<file path="config.mk">
export PLATFORM = sky130hd
export DESIGN_NAME = msxl_queue
export DESIGN_NICKNAME = d
export VERILOG_FILES = /design/src/design/msxl_pkg.sv /design/src/design/msxl_queue.sv
export SDC_FILE = /design/constraint.sdc
export NUM_CORES = 1
export LEC_CHECK = 0
export BUFFER_PORTS_ARGS = -buffer_cell sky130_fd_sc_hd__buf_2
export CORE_MARGIN = 1
export CORE_UTILIZATION = 56
export CTS_CLUSTER_SIZE = 16
export DETAILED_ROUTE_END_ITERATION = 7
export GPL_TIMING_DRIVEN = 0
export PLACE_DENSITY = 0.82
export SYNTH_ARGS = -nofsm -noshare
export SYNTH_HDL_FRONTEND = slang
export SYNTH_SLANG_ARGS = --single-unit
</file>
<file path="constraint.sdc">
create_clock -name i_clk -period 9.5 [get_ports i_clk]
set_input_delay 1.9 -clock i_clk [delete_from_list [all_inputs] [get_ports i_clk]]
set_output_delay 1.9 -clock i_clk [all_outputs]
set_load 0.05 [all_outputs]
</file>
<file path="src/design/msxl_pkg.sv">
// Shared types, constants and lookup tables of the masked softmax cross-entropy core.
package msxl_pkg;

    // Largest supported vector length and the width of a count that can hold it.
    localparam int MAX_ELEMENTS_DEF = 64;
    localparam int CNT_W            = 7;
    localparam int QUEUE_DEPTH      = 2;

    // One classified transaction passed from the front end to the back end.
    typedef struct packed {
        logic                    wr;       // element is stored
        logic [CNT_W-1:0]        idx;      // store address
        logic signed [15:0]      logit;
        logic [15:0]             target;
        logic                    masked;
        logic                    last;     // closes the run
        logic [CNT_W-1:0]        count;    // stored elements, valid with last
        logic signed [15:0]      run_max;  // maximum unmasked logit, valid with last
        logic                    dropped;  // elements were dropped, valid with last
    } t_entry;

    // 2^-x over sixteenths, Q1.15.
    localparam logic [15:0] POW2_TAB [17] = '{
        16'd32768, 16'd31379, 16'd30048, 16'd28774, 16'd27554, 16'd26386,
        16'd25268, 16'd24196, 16'd23170, 16'd22188, 16'd21247, 16'd20347,
        16'd19484, 16'd18658, 16'd17867, 16'd17109, 16'd16384
    };

    // log2(1 + x) over sixteenths, Q16.
    localparam logic [16:0] LOG2_TAB [17] = '{
        17'd0,     17'd5732,  17'd11136, 17'd16248, 17'd21098, 17'd25711,
        17'd30109, 17'd34312, 17'd38336, 17'd42196, 17'd45904, 17'd49472,
        17'd52911, 17'd56229, 17'd59434, 17'd62534, 17'd65536
    };

    localparam logic [16:0] LOG2E_Q16 = 17'd94548;
    localparam logic [15:0] LN2_Q16   = 16'd45426;
    localparam logic [15:0] ONE_Q15   = 16'd32768;

endpackage

</file>
<file path="src/design/msxl_queue.sv">
// Short queue of classified transactions between the front and back ends.
module msxl_queue
    import msxl_pkg::*;
(
    input  logic   i_clk,
    input  logic   i_rst_n,
    input  logic   i_push,
    input  t_entry i_entry,
    output logic   o_full,
    output logic   o_empty,
    input  logic   i_pop,
    output t_entry o_entry
);

    localparam int PW = $clog2(QUEUE_DEPTH);

    t_entry          r_slot [QUEUE_DEPTH];
    logic [PW-1:0]   r_wp;
    logic [PW-1:0]   r_rp;
    logic [PW:0]     r_fill;

    assign o_full  = (r_fill == (PW+1)'(QUEUE_DEPTH));
    assign o_empty = (r_fill == '0);
    assign o_entry = r_slot[r_rp];

    // Pointer and fill bookkeeping.
    always_ff @(posedge i_clk) begin
        if (!i_rst_n) begin
            r_wp   <= '0;
            r_rp   <= '0;
            r_fill <= '0;
        end else begin
            if (i_push) r_wp <= r_wp + PW'(1);
            if (i_pop)  r_rp <= r_rp + PW'(1);
            if (i_push && !i_pop)      r_fill <= r_fill + (PW+1)'(1);
            else if (!i_push && i_pop) r_fill <= r_fill - (PW+1)'(1);
        end
    end

    // Slot storage.
    always_ff @(posedge i_clk) begin
        if (i_push) r_slot[r_wp] <= i_entry;
    end

endmodule

</file>
# Yosys cells after proc, flatten, opt, wreduce, memory -nomap -nowiden
# Memory sizes are Yosys's and may differ from the RTL's. A register that Yosys moved wholly into a read port is not among the register bits.
# Index checks and enable logic that the tools add are counted.
# word_totals
memories	1
latchBits	0
reg_bits	4
mem_bits_rw	132
romBits	0
output_inout_bits	68
elab_cells	21
# classes
reduce_logical	6
order_cmp	0
n_bitwise	0
mul	0
n_div	0
n_mux	6
n_eq_ne	1
n_shift	0
add_sub_neg	4
# memory_table
name	words	width	rd	rd_clocked_by_memory_dff	write_ports	line_no	source
r_slot	2	66	1	1	1	msxl_queue.sv:17	t_entry r_slot [QUEUE_DEPTH];
# op_table
cell	count
two-way mux 1 bit	4
two-way mux 2 bit	2
adder 1 bit, second input constant	2
adder 2 x 1 -> 2 bit, second input constant	1
== test 2 bit, second input constant	1
logical AND 1 bit	2
logical NOT 1 bit	2
logical NOT 2 bit	1
nonzero test 2 bit	1
subtractor 2 x 1 -> 2 bit, second input constant	1

# Depth between registers and ports, before layout
# logic_depth
ltp_word	4
depth_mapped	5
mapped_depth_nobuf	5

# Worst setup path before layout
# No wires, ideal clock.
# synth_path
path_type	input -> register
startpoint	in i_push
endpoint	mem r_slot[0][0] (netlist bit), enable pin
arrival_ns	4.831
setup_time_ns	0.499
setup_slack_ns	4.170
required_ns	9.001
n_path_buf	0
cell_stages	1
path_cell_list	nor2b_1
# synth_between
elab_chain_cells	2
# synth_rtl
element	line_no	source
start: declaration	msxl_queue.sv:7	input logic i_push,
two-way mux 1 bit	msxl_queue.sv:42	if (i_push) r_slot[r_wp] <= i_entry;
two-way mux 1 bit (not written as such)	msxl_queue.sv:42	
end: declaration	msxl_queue.sv:17	
# No other way between the ends.

==> run summary <==
Hold Path Origin = r_fill[1]$_SDFFE_PN0P_
Initial DRT Pass Iterations = 6
io pins = 138
outcome = finished, final reports clean
Via Count = 2,585
worst min path class = flop to flop
# hold bufs at CTS = 0
crit path DAT = 1820 ps
crit end category = output port
Clock Skew = 8.698 ps
post-route ant nets = 0
Synth Register Bits = 137
num rows = 34
Design Power = 1604 uW
Req. time, crit path = 7600 ps
Via density = 5.119
most frequent cells in the layout = 139 x buf_2, 132 x edfxtp_1, 66 x mux2_2, 16 x clkbuf_16, 5 x dfxtp_1
Initial Util = 0.5748
reg-to-reg setup timing slack = 7900 ps
Yosys top cell area share = 0.7946
Power Dens Cells = 248.0 mW/mm2
commonest non-fill, non-tap cell in the layout = buf_2
Lkg Pwr = 0.002480 uW
antenna violations before repair = 0
clk sink count = 137
DIE AREA = 0.009289 mm2
post-synthesis cell count = 227
Worst Path Max Fanout = 10
GR Overflow Total = 0
MaxCap Viol Count = 0
Setup crit start kind = flop
reg-to-reg startpoint = r_wp$_SDFFE_PN0P_
n_diodes = 0
Fin. Hold Viols = 0
RD Place Congestion = 0.7032
wire length per cell = 16.93 um
pin count of the biggest net entering global routing = 67
WHS Endpoint = r_fill[1]$_SDFFE_PN0P_
Mapped Area = 0.004989 mm2
DP HPWL = 5556 um
TritonCTS clock tree = done
total track usage = 0.1861
count of cell types in the netlist = 18
Max rail drop VDD = 131.5 uV
hold slack = 550.5 ps
layout cells sized above 1 = 0.6171
slew margin rel. = 0.3839
Placeable Area = 0.008678 mm2
Highest Clock Rate = 268.6 MHz
CTS buffer count = 17
Yosys warning total = 0
worst skew pair latency = 500 ps
clock root cell = clkbuf_8
Mapped Nets = 298
cts repair resizes = 0
first-pass GRT wire length = 12,140 um
critical path class = flop to output port
Setup TNS Final = 0 ps
dpl cells = 474
Die W = 96.38 um
RSZ-0062 raised after global routing = false
IO buf count = 137
worst r2r path cells = 1
Syn Area/Cell = 21.98 um2
Final Max Tran Viols = 0
Clk pin slew, worst setup/hold paths = 60 ps
Least-Margin Pin Slew = 924.2 ps
CTS H-Tree Depth = 4
number of global-route vias before repair = 2,569
sequential area share after synthesis = 0.8146
ranking of synthesized cells by area = edfxtp_1 79%, mux2_2 15%, dfxtp_1 2.0%
final setup vio count = 0
Chip Height = 96.38 um
DRT iter0 DRCs = 109
Final nets = 456
hold path cells = 2
post-CTS setup buffer count = 0
area growth from synthesis to layout = 29.70%
final cycle utilization of the critical path = 0.3919
Synth area leader = edfxtp_1
Total Wirelength = 8548 um
drt drc = 0
non-filler cells in the finished layout = 505
Tmin final = 3723 ps
R2R Path End = r_slot[1][43]$_DFFE_PP_
Clock Path Buffers = 2
layout make-up:
| cell class | count | area [um2] |
|---|---|---|
| buffer | 7 | 62.56 |
| clock buffer | 18 | 417.9 |
| clock inverter | 13 | 192.7 |
| fill | 537 | 2208 |
| inverter | 1 | 3.754 |
| multi-input combinational | 82 | 868.3 |
| sequential | 137 | 4064 |
| tap | 108 | 135.1 |
| timing repair buffer | 139 | 725.7 |
worst max-delay path by stage:
stage | start | cells past startpoint | slack [ps] | endpoint
2_1_floorplan | i_push | 1 | 4170 | r_slot[0][0]$_DFFE_PP_
3_3_place_gp | i_push | 2 | 2480 | r_slot[0][10]$_DFFE_PP_
3_5_place_dp | i_push | 4 | 6190 | r_slot[0][17]$_DFFE_PP_
4_1_cts | flop | 4 | 5720 | o_entry[22]
5_1_grt | flop | 4 | 5700 | o_entry[12]
6_report | flop | 4 | 5780 | o_entry[22]
state kept, by name (all words and copies together) (netlist names), named ones only:
register and count:
r_wp 1, r_fill 2, r_rp 1, r_slot 132
critical path, cell delays in order (launching register included):
cell and delay, ps:
dfxtp_1 340, buf_4 230, buf_6 180, mux2_2 350
buf_2 210
where the power goes:
group / switching [uW] / internal, uW
Clock: 238 / 428
Combinational: 162 / 70.0
Sequential: 8.53 / 698
synthesized netlist by cell type, drive strengths merged:
| cell | n |
|---|---|
| inv | 1 |
| o21a | 1 |
| edfxtp | 132 |
| ha | 1 |
| nor2 | 1 |
| xnor2 | 1 |
| and2b | 1 |
| or3 | 1 |
| dfxtp | 5 |
| and2 | 4 |
| a21boi | 1 |
| nor2b | 2 |
| mux2 | 66 |
| xor2 | 2 |
| buf | 7 |
| o21ai | 1 |
metrics by stage:
step                      area, um2  setup WS, ps    util
final                          6470          5777  0.7455
after global routing           6470          5699  0.7455
after CTS                      6470          5724  0.7455
after detailed placement       5859          6188  0.6752
after global placement         5809          2479  0.6694
after floorplan                4989          4170       -
layer usage:
| layer | global-route usage | vias to the layer above | routed length (um) |
|---|---|---|---|
| met1 | 0.2209 | 1263 | 3508 |
| met2 | 0.3085 | 101 | 4407 |
| met3 | 0.07512 | 2 | 608 |
| li1 | - | 1219 | - |
| met5 | 0 | - | 0 |
| met4 | 0.06618 | 0 | 23 |
cell families after synthesis:
logic type,share of synthesized area
buf+inv,0.01329
fa+ha+maj,0.002508
xor+xnor,0.005268
mux,0.1490
compound gates,0.004013
flops,0.8146
simple gates,0.01129
No activity file was read; power rests on OpenSTA's default activity.
