### config.mk
export PLATFORM = sky130hd
export DESIGN_NAME = msxl_front
export DESIGN_NICKNAME = d
export VERILOG_FILES = /design/src/design/msxl_pkg.sv /design/src/design/msxl_front.sv
export SDC_FILE = /design/constraint.sdc
export NUM_CORES = 1
export LEC_CHECK = 0
export BUFFER_PORTS_ARGS = -buffer_cell sky130_fd_sc_hd__buf_4
export CAP_MARGIN = 20
export CORE_MARGIN = 2
export CORE_UTILIZATION = 40
export DETAILED_ROUTE_END_ITERATION = 12
export PLACE_DENSITY = 0.8
export SLEW_MARGIN = 40
export SYNTH_ARGS = -nofsm -noshare
export SYNTH_HDL_FRONTEND = slang
export SYNTH_SLANG_ARGS = --single-unit
### constraint.sdc
create_clock -name i_clk -period 2.7 [get_ports i_clk]
set_input_delay 0.405 -clock i_clk [delete_from_list [all_inputs] [get_ports i_clk]]
set_output_delay 0.405 -clock i_clk [all_outputs]
set_load 0.01 [all_outputs]
### src/design/msxl_pkg.sv
// Shared types, constants and lookup tables of the masked softmax cross-entropy core.
package msxl_pkg;

    // Largest supported vector length and the width of a count that can hold it.
    localparam int MAX_ELEMENTS_DEF = 64;
    localparam int CNT_W            = 7;
    localparam int QUEUE_DEPTH      = 2;

    // One classified transaction passed from the front end to the back end.
    typedef struct packed {
        logic                    wr;       // element is stored
        logic [CNT_W-1:0]        idx;      // store address
        logic signed [15:0]      logit;
        logic [15:0]             target;
        logic                    masked;
        logic                    last;     // closes the run
        logic [CNT_W-1:0]        count;    // stored elements, valid with last
        logic signed [15:0]      run_max;  // maximum unmasked logit, valid with last
        logic                    dropped;  // elements were dropped, valid with last
    } t_entry;

    // 2^-x over sixteenths, Q1.15.
    localparam logic [15:0] POW2_TAB [17] = '{
        16'd32768, 16'd31379, 16'd30048, 16'd28774, 16'd27554, 16'd26386,
        16'd25268, 16'd24196, 16'd23170, 16'd22188, 16'd21247, 16'd20347,
        16'd19484, 16'd18658, 16'd17867, 16'd17109, 16'd16384
    };

    // log2(1 + x) over sixteenths, Q16.
    localparam logic [16:0] LOG2_TAB [17] = '{
        17'd0,     17'd5732,  17'd11136, 17'd16248, 17'd21098, 17'd25711,
        17'd30109, 17'd34312, 17'd38336, 17'd42196, 17'd45904, 17'd49472,
        17'd52911, 17'd56229, 17'd59434, 17'd62534, 17'd65536
    };

    localparam logic [16:0] LOG2E_Q16 = 17'd94548;
    localparam logic [15:0] LN2_Q16   = 16'd45426;
    localparam logic [15:0] ONE_Q15   = 16'd32768;

endpackage

### src/design/msxl_front.sv
// Front end: accepts elements, classifies them against capacity and tracks the run maximum.
module msxl_front
    import msxl_pkg::*;
#(
    parameter int MAX_ELEMENTS = MAX_ELEMENTS_DEF
) (
    input  logic               i_clk,
    input  logic               i_rst_n,
    input  logic               start,
    output logic               busy,
    input  logic signed [15:0] i_logit,
    input  logic [15:0]        i_target,
    input  logic               i_masked,
    input  logic               i_last_in,
    input  logic               i_full,
    output logic               o_push,
    output t_entry             o_entry
);

    logic [CNT_W-1:0]   r_count;
    logic signed [15:0] r_max;
    logic               r_dropped;
    logic [CNT_W-1:0]   n_count;
    logic signed [15:0] n_max;
    logic               n_dropped;
    logic               stored;

    assign busy   = i_full;
    assign o_push = start && !i_full;
    assign stored = (r_count < CNT_W'(MAX_ELEMENTS));

    // Classify the element and work out the run state it leaves behind.
    always_comb begin
        n_count   = stored ? r_count + CNT_W'(1) : r_count;
        n_max     = (stored && !i_masked && (i_logit > r_max)) ? i_logit : r_max;
        n_dropped = r_dropped || !stored;

        o_entry.wr      = stored;
        o_entry.idx     = r_count;
        o_entry.logit   = i_logit;
        o_entry.target  = i_target;
        o_entry.masked  = i_masked;
        o_entry.last    = i_last_in;
        o_entry.count   = n_count;
        o_entry.run_max = n_max;
        o_entry.dropped = n_dropped;
    end

    // Run state returns to its reset value once the run is closed.
    always_ff @(posedge i_clk) begin
        if (!i_rst_n) begin
            r_count   <= '0;
            r_max     <= 16'sh8000;
            r_dropped <= 1'b0;
        end else if (o_push) begin
            if (i_last_in) begin
                r_count   <= '0;
                r_max     <= 16'sh8000;
                r_dropped <= 1'b0;
            end else begin
                r_count   <= n_count;
                r_max     <= n_max;
                r_dropped <= n_dropped;
            end
        end
    end

endmodule

After elaboration in Yosys (flattened, before gate mapping)
Cells that the tools add are included.

cells by class
  multiplexer cells = 5
  reductions and logical operators = 7
  $add $sub $neg = 1
  magnitude comparators = 2

operator list
  kind                   number
  $mux W16               2
  $gt A16 B16 Y1         1
  $mux W7                2
  $add A7 B1 Y7 const B  1
  $lt A7 B7 Y1 const B   1
  $logic_and A1 B1 Y1    3
  $logic_not A1 Y1       3
  $logic_or A1 B1 Y1     1
  $mux W1                1

storage, ports and cells
  input port bits = 38
  logic and storage cells = 18
  flip-flop bits (word level) = 24
  output and inout bits = 68

Logic depth before layout (Yosys ltp)
Gate-level depths: netlist (run 1).

  depth after elaboration = 5
  mapped depth = 10
  mapped depth without buffers = 8

Worst setup path after synthesis (run 1)
Ideal clock, no wire load.

  kind = input port to output port
  from = input port i_logit[6]
  to = output port o_entry[10] in the netlist's numbering
  required time = 2.295 ns
  stages = 8
  setup slack = -0.165 ns
  arrival time = 2.460 ns
  path buffers = 1
  cells stage by stage = ha_1 -> and4_1 -> or3_1 -> o22a_1 -> a211o_1 -> nand4_2 -> buf_2 -> mux2_2

RTL lines
  item         line              source
  from (decl)  msxl_front.sv:11  input logic signed [15:0] i_logit,
  to (decl)    msxl_front.sv:17  output t_entry o_entry

==> results of run 1 <==
-- state kept, by name, summed over array words and instances, names as in the netlist --
signal and cells:
r_count 7, r_dropped 1, r_max 16
-- worst reg2reg max path, cell delays in order (launching register included) --
cell and delay (ns):
dfxtp_2 0.35, inv_2 0.05, ha_4 0.21, buf_6 0.11, o21ai_2 0.13, nor2_2 0.06, or3_4 0.38, a211o_1 0.35
buf_4 0.15, buf_4 0.13, and4b_1 0.19, buf_12 0.16, a32o_1 0.27
-- logic make-up after synthesis --
logic type	Yosys count
adders and majority gates	17
buffers and inverters	66
muxes	17
and+or+nand+nor	40
AOI/OAI and AO/OA	38
DFF	24
xor gates and xnor gates	5
-- placed cells by master, fill, tap and decap left out, types with 3 or more instances in the layout --
cell      Yosys  routed
o21ai_0       5       3
mux2_4        0      15
clkbuf_8      0       3
xnor2_1       4       4
buf_4        37      81
dfxtp_1      24      18
nand2_1       7       7
nand2b_1      3       3
nor2_1        6       5
nand4_1       4       4
nand3_1       3       3
buf_6         2      17
a32o_1       15      15
inv_2         0       5
a22oi_1       5       5
nor2b_1       5       5
ha_1         17      12
dfxtp_2       0       6
ha_4          0       5
buf_12        0       3
inv_1        21      16
-- power by group --
group | switching [mW] | internal [mW] | total, mW
Combinational | 0.124 | 0.171 | 0.294
Sequential | 0.00418 | 0.359 | 0.363
Clock | 0.114 | 0.0999 | 0.214
-- synth_stat cells (2+ instances only) --
cell and number:
and4_1 2, a211o_1 2, buf_4 37, xnor2_1 4, o21ai_0 5, a22oi_1 5
a21o_1 2, mux2_2 16, buf_2 2, clkbuf_1 3, inv_1 21, nor2b_1 5
nand4_1 4, nand2_1 7, a32o_1 15, a21oi_1 2, dfxtp_1 24, nor2_1 6
and3_1 2, ha_1 17, nand2b_1 3, nand3_1 3, or3_1 3, buf_6 2
-- routing by layer --
metal | vias up | GRT usage
met3 | 7 | 0.0208
met1 | 801 | 0.225
li1 | 828 | -
met5 | - | 0
met4 | 0 | 0.0535
met2 | 58 | 0.336
-- worst paths after layout --
| kind | end | slack, ns | cells after the start |
|---|---|---|---|
| worst max-delay path | o_entry[5] | -0.32 | 11 |
| worst min-delay path | r_max[8] | 0.40 | 2 |
| worst max register to register | r_max[6] | 0.06 | 12 |
| worst min register to register | r_max[9] | 0.50 | 1 |
-- final cells by class --
type | instances | area, um2 | area share
tap | 52 | 65.1 | 0.0241
sequential | 24 | 488 | 0.181
timing repair buffer | 102 | 885 | 0.327
clock buffer | 3 | 41.3 | 0.0153
multi-input combinational | 117 | 1140 | 0.424
inverter | 21 | 78.8 | 0.0292
-- metrics by stage --
step	hold WS, ns	instance area, um2
floorplan	0.452	1940
global placement	0.471	2450
detailed placement	0.481	2450
CTS	0.400	2670
global route	0.412	2700
finish	0.402	2700
-- what timing repair did --
| item | in CTS | in global routing |
|---|---|---|
| pin swaps | 8 | 11 |
| endpoints found under the setup margin | 16 | 31 |
| setup buffers | 2 | 0 |
| gates resized for setup | 35 | 14 |
| gates cloned | 1 | 0 |
==> impl_results.md, run 1 <==
- Failing checks: setup timing
- Worst relative slew slack: 0.718
- DRT met1 WL: 1970 um
- Fin cells: 319
- Avg Cell Area, Syn: 9.08 um2
- Layout Nets: 324
- Worst path max stage delay: 0.38 ns
- CTS Buf Count: 3
- IO Count: 106
- GPL Wtd Cong: 0.806
- First-pass GRT wire length: 7710 um
- Max Slew Vio Count: 0
- Run status: finished, violations left
- HP Start: i_logit[8]
- Placed insts: 313
- LEAKAGE: 1.25 nW
- Ant. Diodes: 0
- Initial Utilization: 0.423
- Final setup viols: 16
- Tot Pwr: 871 uW
- Initial drt markers: 61
- Crit path DAT: 2.62 ns
- Post-Syn Nets: 262
- CP Class: reg2out
- Max_cap viols: 0
- Simple-gate share of the synthesized area: 0.122
- Top cell by count, worst path: buf_6
- Number of enable flip-flop cells after synthesis: 0
- Crit path capture type: primary output
- Top Metal Used: met4
- Port Buf Inserts: 73
- Post-Synthesis Cells: 207
- TritonRoute pass-1 iters: 4
- Antenna violations before repair: 0
- Antenna viol nets, final: 0
- Minimum clock period: 3.02 ns
- CTS Buffer Depth: 2
- Reg-to-Reg Start: r_max[6]
- Synth Flop Type: dfxtp_1
- Final worst slack: -0.325 ns
- DR WL met3: 266 um
- Mux contribution to synthesized area: 0.101
- DR vias: 1,694
- DR WL/cell: 14.8 um
- FILL cells: 401
- CTS Hold Bufs: 0
- Clk sinks: 24
- Sequential area share after synthesis: 0.256
- Clk_lat worst skew: 0.27 ns
- Worst EP required: 2.30 ns
- Vias per cell: 5.31
- FF+latch count, synth: 24
- Crit Path Max Fanout: 5
- Cell taking the most area after synthesis: dfxtp_1
- Ratio of cells with drive above 1 in the final layout: 0.547
- Cell Rows: 24
- Die ar.: 5260 um2
- Die H: 72.5 um
- Unrepaired setup endpoints after global routing: yes
- P&R area growth vs syn: 43.8%
- CP Buf/Inv Count: 4
- Max Freq: 0.331 GHz
- Fin crit share: 1.12
- Setup_tns: -5.07 ns
- Largest family of logic cells by synthesized area: buffers and inverters
- Pin count of the biggest net entering global routing: 26
- Worst Tran Pin Value: 0.421 ns
- WL final: 4720 um
- Complex-gate fraction of the synthesized area: 0.170
- Post-synth cell types: 39
- CTS tree: yes
- CTS H-tree lvls: 1
- Xor/xnor share of the synthesized area: 0.0233
- WL met2: 2420 um
- Final Hold Fails: 0
- Ys Warns: 0
- GR Overflow Total: 0
- Synth top area share: 0.256
- PD cells: 322 nW/um2
- Root buffer cell: clkbuf_8
- Core Box Area: 4440 um2
- Hold Crit Class: in2reg
- CP Launch Type: flip-flop
- CP cell instances: inv_2 > ha_4 > buf_6 > o21ai_2 > nor2_2 > or3_4 > a211o_1 > nand4_4 > buf_6 > mux2_4 > buf_6
- CP Launch Point: r_max[6]
- Final design utilization: 0.608
- Synth area leaders: dfxtp_1 (26%), buf_4 (15%), ha_1 (11%)
- Die width: 72.5 um
- Fin Clk Skew: 0.00585 ns
- Netlist Area Pre-Place: 1880 um2
- GR Util All Layers: 0.184
- Cell family with most CP delay: simple AND/OR/NAND/NOR gates
- Slowest cell on crit path: or3_4
- Vias in the first global route: 1,665
- FFs w/ async S/R, synth: 0
- Pre-CTS WS: -0.322 ns
- Post-synthesis adder-cell area fraction: 0.113
- Drt drc: 0
- IR drop worst, VDD: 0.000185 V
- Final HPWL from detailed placement: 3490 um
- Clock transition at path regs: 0.09 ns
No activity file was read; power rests on OpenSTA's default activity.
==> run 2, diff against run 1 <==
RECOVER_POWER = 50   (was default)
==> impl_results.md, run 2 (same netlist as run 1, synthesis figures left out) <==
- Run status: finished, violations left
- Failing checks: setup timing
- Core Box Area: 4440 um2 (unchanged)
- Fin Clk Skew: 0.00437 ns (-0.00148 ns)
- LEAKAGE: 1.18 nW (-6.2%)
- R2R setup slack: 0.06 ns (about the same)
- Worst hold slack: 0.401 ns (-0.00123 ns)
- Antenna violations before repair: 0 (unchanged)
- Max reg flops: 16 (unchanged)
- Minimum clock period: 3.03 ns (+0.00260 ns)
- Final HPWL from detailed placement: 3490 um (unchanged)
- Crit path DAT: 2.62 ns (about the same)
- Crit path capture type: primary output
- Final Hold Fails: 0 (unchanged)
- Reg2reg end: r_max[6]
- TritonRoute pass-1 iters: 4 (unchanged)
- Worst relative slew slack: 0.718 (about the same)
- Layout Nets: 324 (unchanged)
- Placed insts: 313 (unchanged)
- Largest Register: r_max
- Pin count of the biggest net entering global routing: 26 (unchanged)
- Vias in the first global route: 1,665 (unchanged)
- CP Launch Type: flip-flop
- Worst Tran Pin Value: 0.422 ns (+0.000748 ns)
- GR Overflow Total: 0 (unchanged)
- Commonest non-fill, non-tap cell in the layout: buf_4
- Antenna viol nets, final: 0 (unchanged)
- GPL Wtd Cong: 0.806 (unchanged)
- Port Buf Inserts: 73 (unchanged)
- IR drop worst, VDD: 0.000181 V (-2.3%)
- First-pass GRT wire length: 7710 um (unchanged)
- DR vias: 1,684 (-0.59%)
- Clk_lat worst skew: 0.26 ns (about the same)
- Post-Layout Inst Area: 2620 um2 (-2.9%)
- Most frequent cells in the layout: buf_4 (59), clkbuf_1 (21), dfxtp_1 (18)
- Reg-to-Reg Start: r_max[6]
- PD cells: 327 nW/um2 (+1.5%)
- Ratio of cells with drive above 1 in the final layout: 0.468 (-0.0787)
- Clk sinks: 24 (unchanged)
- Max_cap viols: 0 (unchanged)
- FILL cells: 422 (+5.2%)
- CTS H-tree lvls: 1 (unchanged)
- Fin cells: 319 (unchanged)
- Root buffer cell: clkbuf_8
- Cell Area, Placed: 2450 um2 (unchanged)
- Clock transition at path regs: 0.08 ns (about the same)
- Hold Crit Class: in2reg
- Crit Path Max Fanout: 5 (unchanged)
- Die width: 72.5 um (unchanged)
- Worst EP required: 2.30 ns (about the same)
- Top Registers: r_max: 16 flops, r_count: 7 flops, r_dropped: 1 flops
- CTS tree: yes
- Vias per cell: 5.28 (-0.59%)
- WL final: 4720 um (about the same)
- Final setup viols: 16 (unchanged)
- CTS Hold Bufs: 0 (unchanged)
- Hold Crit Endpoint: r_max[8]
- Initial Utilization: 0.423 (unchanged)
- IO Count: 106 (unchanged)
- Initial drt markers: 45 (-26%)
- Cells on Worst Hold Path: 2 (unchanged)
- CTS Buf Count: 3 (unchanged)
- Max Slew Vio Count: 0 (unchanged)
- Die ar.: 5260 um2 (unchanged)
- Ant. Diodes: 0 (unchanged)
- CP Class: reg2out
- Cell Rows: 24 (unchanged)
- Die H: 72.5 um (unchanged)
- Worst reg2reg path depth: 12 (unchanged)
- Unrepaired setup endpoints after global routing: yes
- DR WL/cell: 14.8 um (about the same)
- GR Util All Layers: 0.184 (unchanged)
- HP Start: i_logit[8]
- CTS Buffer Depth: 2 (unchanged)
- Max Freq: 0.330 GHz (about the same)
- Tot Pwr: 858 uW (-1.5%)
- P&R area growth vs syn: 39.6%
- Final worst slack: -0.328 ns (-0.00260 ns)
- Fin crit share: 1.12 (about the same)
- Drt drc: 0 (unchanged)
-- run 2: layer usage --
metal	global-route usage	wire, um	vias to the layer above
met1	0.225	1950	797
met4	0.0535	67	0
li1	-	-	826
met5	0	0	-
met3	0.0208	254	7
met2	0.336	2450	54
-- run 2: timing repair --
item	in CTS	in global routing
gates resized for setup	35	14
setup endpoints to repair	16	31
cloned	1	0
buffers inserted	2	0
pin swaps	8	11
-- run 2: how the worst max path moves through the flow --
stage	start	to	slack, ns	depth (start not counted)
after floorplan	i_logit[15]	o_entry[10]	0.005	7
after global placement	i_logit[15]	o_entry[6]	-0.26	9
after detailed placement	i_logit[15]	o_entry[6]	-0.32	9
after CTS	r_max[6]	o_entry[3]	-0.39	10
after global routing	r_max[6]	o_entry[12]	-0.39	11
final	r_max[6]	o_entry[5]	-0.33	11
-- run 2: power by group --
group	switching, mW	internal (mW)	total, mW
Clock	0.113	0.0998	0.213
Combinational	0.123	0.159	0.282
Sequential	0.00418	0.359	0.363
Total	0.241	0.618	0.858
-- run 2: through the flow --
stage	setup TNS, ns	util	setup slack, ns
after global routing	-6.12	0.590	-0.393
final	-5.10	0.590	-0.328
after global placement	-3.88	0.551	-0.258
after CTS	-5.99	0.601	-0.392
after detailed placement	-5.97	0.551	-0.322
after floorplan	0	-	0.00521
-- run 2: area by class of cell --
cell class                      instances  area (um2)  share of cell area
Multi-Input combinational cell        117        1140               0.436
Timing Repair Buffer                  102         806               0.307
Sequential cell                        24         488               0.186
Inverter                               21        78.8              0.0300
Tap cell                               52        65.1              0.0248
Clock buffer                            3        41.3              0.0157
-- run 2: critical path, cell delays in order (launching register included) --
cell and delay, ns:
dfxtp_2 0.35, inv_2 0.05, ha_4 0.21, buf_6 0.11, o21ai_2 0.13, nor2_2 0.06
or3_4 0.38, a211o_1 0.35, nand4_4 0.13, buf_6 0.16, mux2_4 0.31, buf_6 0.12
